## config.mk

```make
export PLATFORM = sky130hd
export DESIGN_NAME = wmf_csr
export DESIGN_NICKNAME = d
export VERILOG_FILES = /design/src/rtl/core/wmf_pkg.sv /design/src/rtl/core/wmf_csr.sv
export SDC_FILE = /design/constraint.sdc
export NUM_CORES = 1
export LEC_CHECK = 0
export ABC_AREA = 1
export ABC_CLOCK_PERIOD_IN_PS = 2300
export BUFFER_PORTS_ARGS = -buffer_cell sky130_fd_sc_hd__clkbuf_2
export CORE_MARGIN = 1
export CORE_UTILIZATION = 40
export CTS_CLUSTER_DIAMETER = 200
export DETAILED_ROUTE_END_ITERATION = 8
export PLACE_DENSITY = 0.88
export SYNTH_ARGS = -nofsm -noshare
export SYNTH_HDL_FRONTEND = slang
export SYNTH_SLANG_ARGS = --single-unit
```

## constraint.sdc

```tcl
create_clock -name clock -period 2.3 [get_ports clock]
set_input_delay 0.575 -clock clock [delete_from_list [all_inputs] [get_ports clock]]
set_output_delay 0.575 -clock clock [all_outputs]
set_load 0.05 [all_outputs]
```

## src/rtl/core/wmf_pkg.sv

```systemverilog
// ----------------------------------------------------------------------------
// wmf_pkg
// Shared widths, register codes and structs of the 2-D window minimum filter.
// ----------------------------------------------------------------------------
`default_nettype none

package wmf_pkg;

   localparam int DATA_W        = 32;
   localparam int FRAME_SIZE_W  = 9;
   localparam int WINDOW_SIZE_W = 5;
   localparam int CSR_ADDR_W    = 3;
   localparam int CSR_DATA_W    = 32;

   // Register index, taken from paddr[2].
   localparam logic REG_FRAME_SIZE  = 1'b0;
   localparam logic REG_WINDOW_SIZE = 1'b1;

   localparam logic [FRAME_SIZE_W-1:0]  FRAME_SIZE_RESET  = 9'd8;
   localparam logic [WINDOW_SIZE_W-1:0] WINDOW_SIZE_RESET = 5'd3;

   typedef struct packed {
      logic [FRAME_SIZE_W-1:0]  frame_size;
      logic [WINDOW_SIZE_W-1:0] window_size;
      logic                     restart;
   } wmf_cfg_type;

   typedef struct packed {
      logic signed [DATA_W-1:0] window_minimum;
      logic                     row_last;
      logic                     frame_last;
   } wmf_result_type;

endpackage

`default_nettype wire

```

## src/rtl/core/wmf_csr.sv

```systemverilog
// ----------------------------------------------------------------------------
// wmf_csr
// APB register file holding frame_size and window_size.
// ----------------------------------------------------------------------------
`default_nettype none

module wmf_csr import wmf_pkg::*; (
   input  wire logic                  clock,
   input  wire logic                  reset,
   input  wire logic                  csr_psel,
   input  wire logic                  csr_penable,
   input  wire logic                  csr_pwrite,
   input  wire logic [CSR_ADDR_W-1:0] csr_paddr,
   input  wire logic [CSR_DATA_W-1:0] csr_pwdata,
   output      logic [CSR_DATA_W-1:0] csr_prdata,
   output      logic                  csr_pready,
   output      wmf_cfg_type           cfg
);

   logic [FRAME_SIZE_W-1:0]  frame_size_ff, frame_size_in;
   logic [WINDOW_SIZE_W-1:0] window_size_ff, window_size_in;
   logic                     wr_strobe;
   logic                     reg_index;

   assign csr_pready = 1'b1;
   assign reg_index  = csr_paddr[2];
   assign wr_strobe  = csr_psel & csr_penable & csr_pwrite & csr_pready;

   always_comb begin
      frame_size_in  = frame_size_ff;
      window_size_in = window_size_ff;
      if (wr_strobe) begin
         case (reg_index)
            REG_FRAME_SIZE:  frame_size_in  = csr_pwdata[FRAME_SIZE_W-1:0];
            REG_WINDOW_SIZE: window_size_in = csr_pwdata[WINDOW_SIZE_W-1:0];
            default: ;
         endcase
      end
   end

   always_comb begin
      case (reg_index)
         REG_FRAME_SIZE:  csr_prdata = CSR_DATA_W'(frame_size_ff);
         REG_WINDOW_SIZE: csr_prdata = CSR_DATA_W'(window_size_ff);
         default:         csr_prdata = '0;
      endcase
   end

   always_ff @(posedge clock) begin
      if (reset) begin
         frame_size_ff  <= FRAME_SIZE_RESET;
         window_size_ff <= WINDOW_SIZE_RESET;
      end else begin
         frame_size_ff  <= frame_size_in;
         window_size_ff <= window_size_in;
      end
   end

   // Any register write restarts the frame at its first sample.
   assign cfg.frame_size  = frame_size_ff;
   assign cfg.window_size = window_size_ff;
   assign cfg.restart     = wr_strobe;

endmodule

`default_nettype wire

```

**Yosys cells after proc, flatten, opt, wreduce, memory -nomap -nowiden**

Index checks and enable logic that the tools add are counted.

- Multiplexer cells: 1
- Bitwise logic cells: 3
- Reduce and logical (&&, ||, !) cells: 2

Operators with widths:

| cell | count |
|---|---|
| one-hot mux 32 bit (2 select lines) | 1 |
| AND reduction 2 bit | 2 |
| AND 1 bit | 2 |
| NOT 1 bit | 1 |

- Register bits: 14
- Bits of input ports: 40
- Output and inout bits: 48
- Word-level logic and storage cells: 8

**Logic depth before layout (Yosys ltp)**

- Depth in word-level cells: 3
- Gate-level depth with buffers: 6

**Least setup slack after synthesis**

Ideal clock, no wire load.

- Kind: in2out
- Start: input port csr_paddr[2]
- End: output port csr_prdata[5]
- Arrival time: 1524 ps
- Required time: 1725 ps
- Setup slack: 201 ps
- Cell stages on the path: 3
- Path buffers: 2
- Path through: buf_6 buf_4 nor2_1

- Cells in the longest elaborated chain, start to end: 2

RTL lines:

| element | line | source |
|---|---|---|
| start, declared | wmf_csr.sv:13 | `input wire logic [CSR_ADDR_W-1:0] csr_paddr,` |
| NOT 1 bit | n/a |  |
| one-hot mux 32 bit (2 select lines) * | wmf_csr.sv:42 | `case (reg_index)` |
| end, declared | wmf_csr.sv:15 | `output logic [CSR_DATA_W-1:0] csr_prdata,` |

Mark *: on every way between the ends. The rest lies on a longest branch, timed or not. The select of a mux whose other input is x is not followed.

**Worst setup path after layout**

- Start: input port csr_paddr[2]
- End: output port csr_prdata[2]

The elaborated chain is that of the path after synthesis.

==> out/metrics.yaml <==
cts.hold.buffers_added: 0
design.portCount: 88
clk_pin_slew_worst_paths_ns: 0.08
setup-violations-final: 0
die_x_um: 51.6
fmax_ghz: 0.498
power_density_mw_per_mm2: 566
firstDrtPassIters: 3
avgRoutedWirePerCell_um: 9.16
syn-cell-area_um2: 983
power_uw: 618
dr.first_iter.drc_count: 5
outcome: "finished, final reports clean"
grt_usage_pct: 14.6
grt_pass1_wl_um: 2880
finalCritPeriodShare_pct: 87.3
num-nets-final: 218
start_kind: "input pin"
rsz0062_at_grt: "no"
mostFrequentLayoutCell: "clkbuf_2"
period_needed_ns: 2.01
initial_core_util_pct: 43.6
fp.dieH_um: 51.6
rows: 17
overflow: 0
routed_wl_um: 1870
cts_made_buffers: 3
dp_cells: 201
report.final.slew_viol_count: 0
synth-seq-cells: 14
cp-end-kind: "output port"
ys_seq_area_share_pct: 28.5
synth_area_leaders: "dfxtp_1 (28%), buf_4 (21%), nand2_1 (13%)"
dpl.hpwl_um: 1430
synth.distinct_cells: 13
critPathMaxFanout: 14
final_cell_mix: "clkbuf_2 (38), nand2_1 (33), nor2_1 (26)"
p_leak_nw: 0.610
die_area_mm2: 0.00266
hold_viol: 0
drtAntennaViolNets: 0
cts-resized-gates: 0
layout-drive-gt1-share_pct: 33.0
post-cts-setup-buffers: 0
clock_path_buffers: 2
grt_pass1_vias: 711
routabilityCongestion: 0.693
path_class: "input pin to output port"
tns_ns: 0
clk_latency_ns: 0.27
antenna_found_initial: 0
fillers: 265
grt_max_degree: 15
viasPerCell: 4.05
h-tree-depth: 1
coreArea_mm2: 0.00225
drc_errors: 0
peakVddDrop_mv: 0.339
hp-class: "flip-flop to flip-flop"
yosys.area.top_type: "dfxtp_1"
arrival_ns: 1.43
clockRootBuffer: "clkbuf_4"
vias: 826
crit_required_ns: 1.73
num_antenna_cells: 0
area_delta_synth_final_pct: 10.9
maxCapViolCount: 0
yosys_warnings: 0
cts_tree: "built"
io_buffers: 38
yosysTopAreaCellShare_pct: 28.5
clock_skew_ns: 0
stdcell_count: 204
synth.avg_cell_area_um2: 7.02
synth_cells: 140
clock_sinks: 14
## logic make-up (layout without fill, tap and decap cells)
kind of cell,Yosys count,after routing,share of synthesized area [%]
DFF,14,14,28.5
other,2,24,0.764
and+or+nand+nor,77,77,38.7
AOI/OAI and AO/OA,1,1,0.508
buffers and inverters,46,60,31.6
## state kept, by name, summed over array words and instances, names as in the netlist
name / count
window_size_ff: 5
frame_size_ff: 9
## layer usage
| metal | global-route usage, % | part of all wire (%) | wire (um) | vias up |
|---|---|---|---|---|
| met5 | 0 | 0 | 0 | - |
| met4 | 1.35 | 0 | 0 | 0 |
| met3 | 6.14 | 6.2 | 116 | 0 |
| met2 | 26.2 | 47 | 887 | 31 |
| met1 | 16.5 | 46 | 865 | 353 |
| li1 | - | - | - | 442 |
## critical path, stage by stage
cell and delay [ns]:
clkbuf_2 0.23, inv_6 0.21, nand2_1 0.07, nand2_1 0.07, clkbuf_2 0.27
## cell type report
class | count | area, um^2 | area share, %
clock buffer | 3 | 22.5 | 2.06
inverter | 16 | 65.1 | 5.96
multi-input combinational | 102 | 475 | 43.6
sequential | 14 | 280 | 25.7
tap | 28 | 35.0 | 3.21
timing repair buffer | 41 | 213 | 19.5
## power breakdown
part | internal, mW | leakage, nW | switching [mW]
sequential | 0.251 | 0.114 | 0.00604
clock | 0.0606 | 0.0138 | 0.0722
combinational | 0.0369 | 0.483 | 0.191
total | 0.348 | 0.610 | 0.269
## path summary, 6_finish.rpt
path / startpoint / to / slack, ns / cells after the start
worst min register to register: window_size_ff[0] / window_size_ff[0] / 0.49 / 2
worst min-delay path: window_size_ff[0] / window_size_ff[0] / 0.49 / 2
worst max register to register: frame_size_ff[3] / frame_size_ff[3] / 1.69 / 2
worst max-delay path: csr_paddr[2] / csr_prdata[2] / 0.29 / 5
## synth_stat cells (all sizes together)
master	instances
nor2	29
conb	2
nand2	33
nand3	15
dfxtp	14
inv	16
o21ai	1
buf	30
## through the flow
step	setup slack, ns	instance area, um^2	hold WS, ns	util (%)
finish	0.293	1090	0.495	48.4
global route	0.234	1090	0.519	48.4
CTS	0.289	1090	0.501	48.4
detailed placement	0.288	1070	0.477	47.4
global placement	0.306	1070	0.468	47.4
floorplan	0.201	1070	0.697	-
Note: power is estimated with default switching activity, not from simulation.
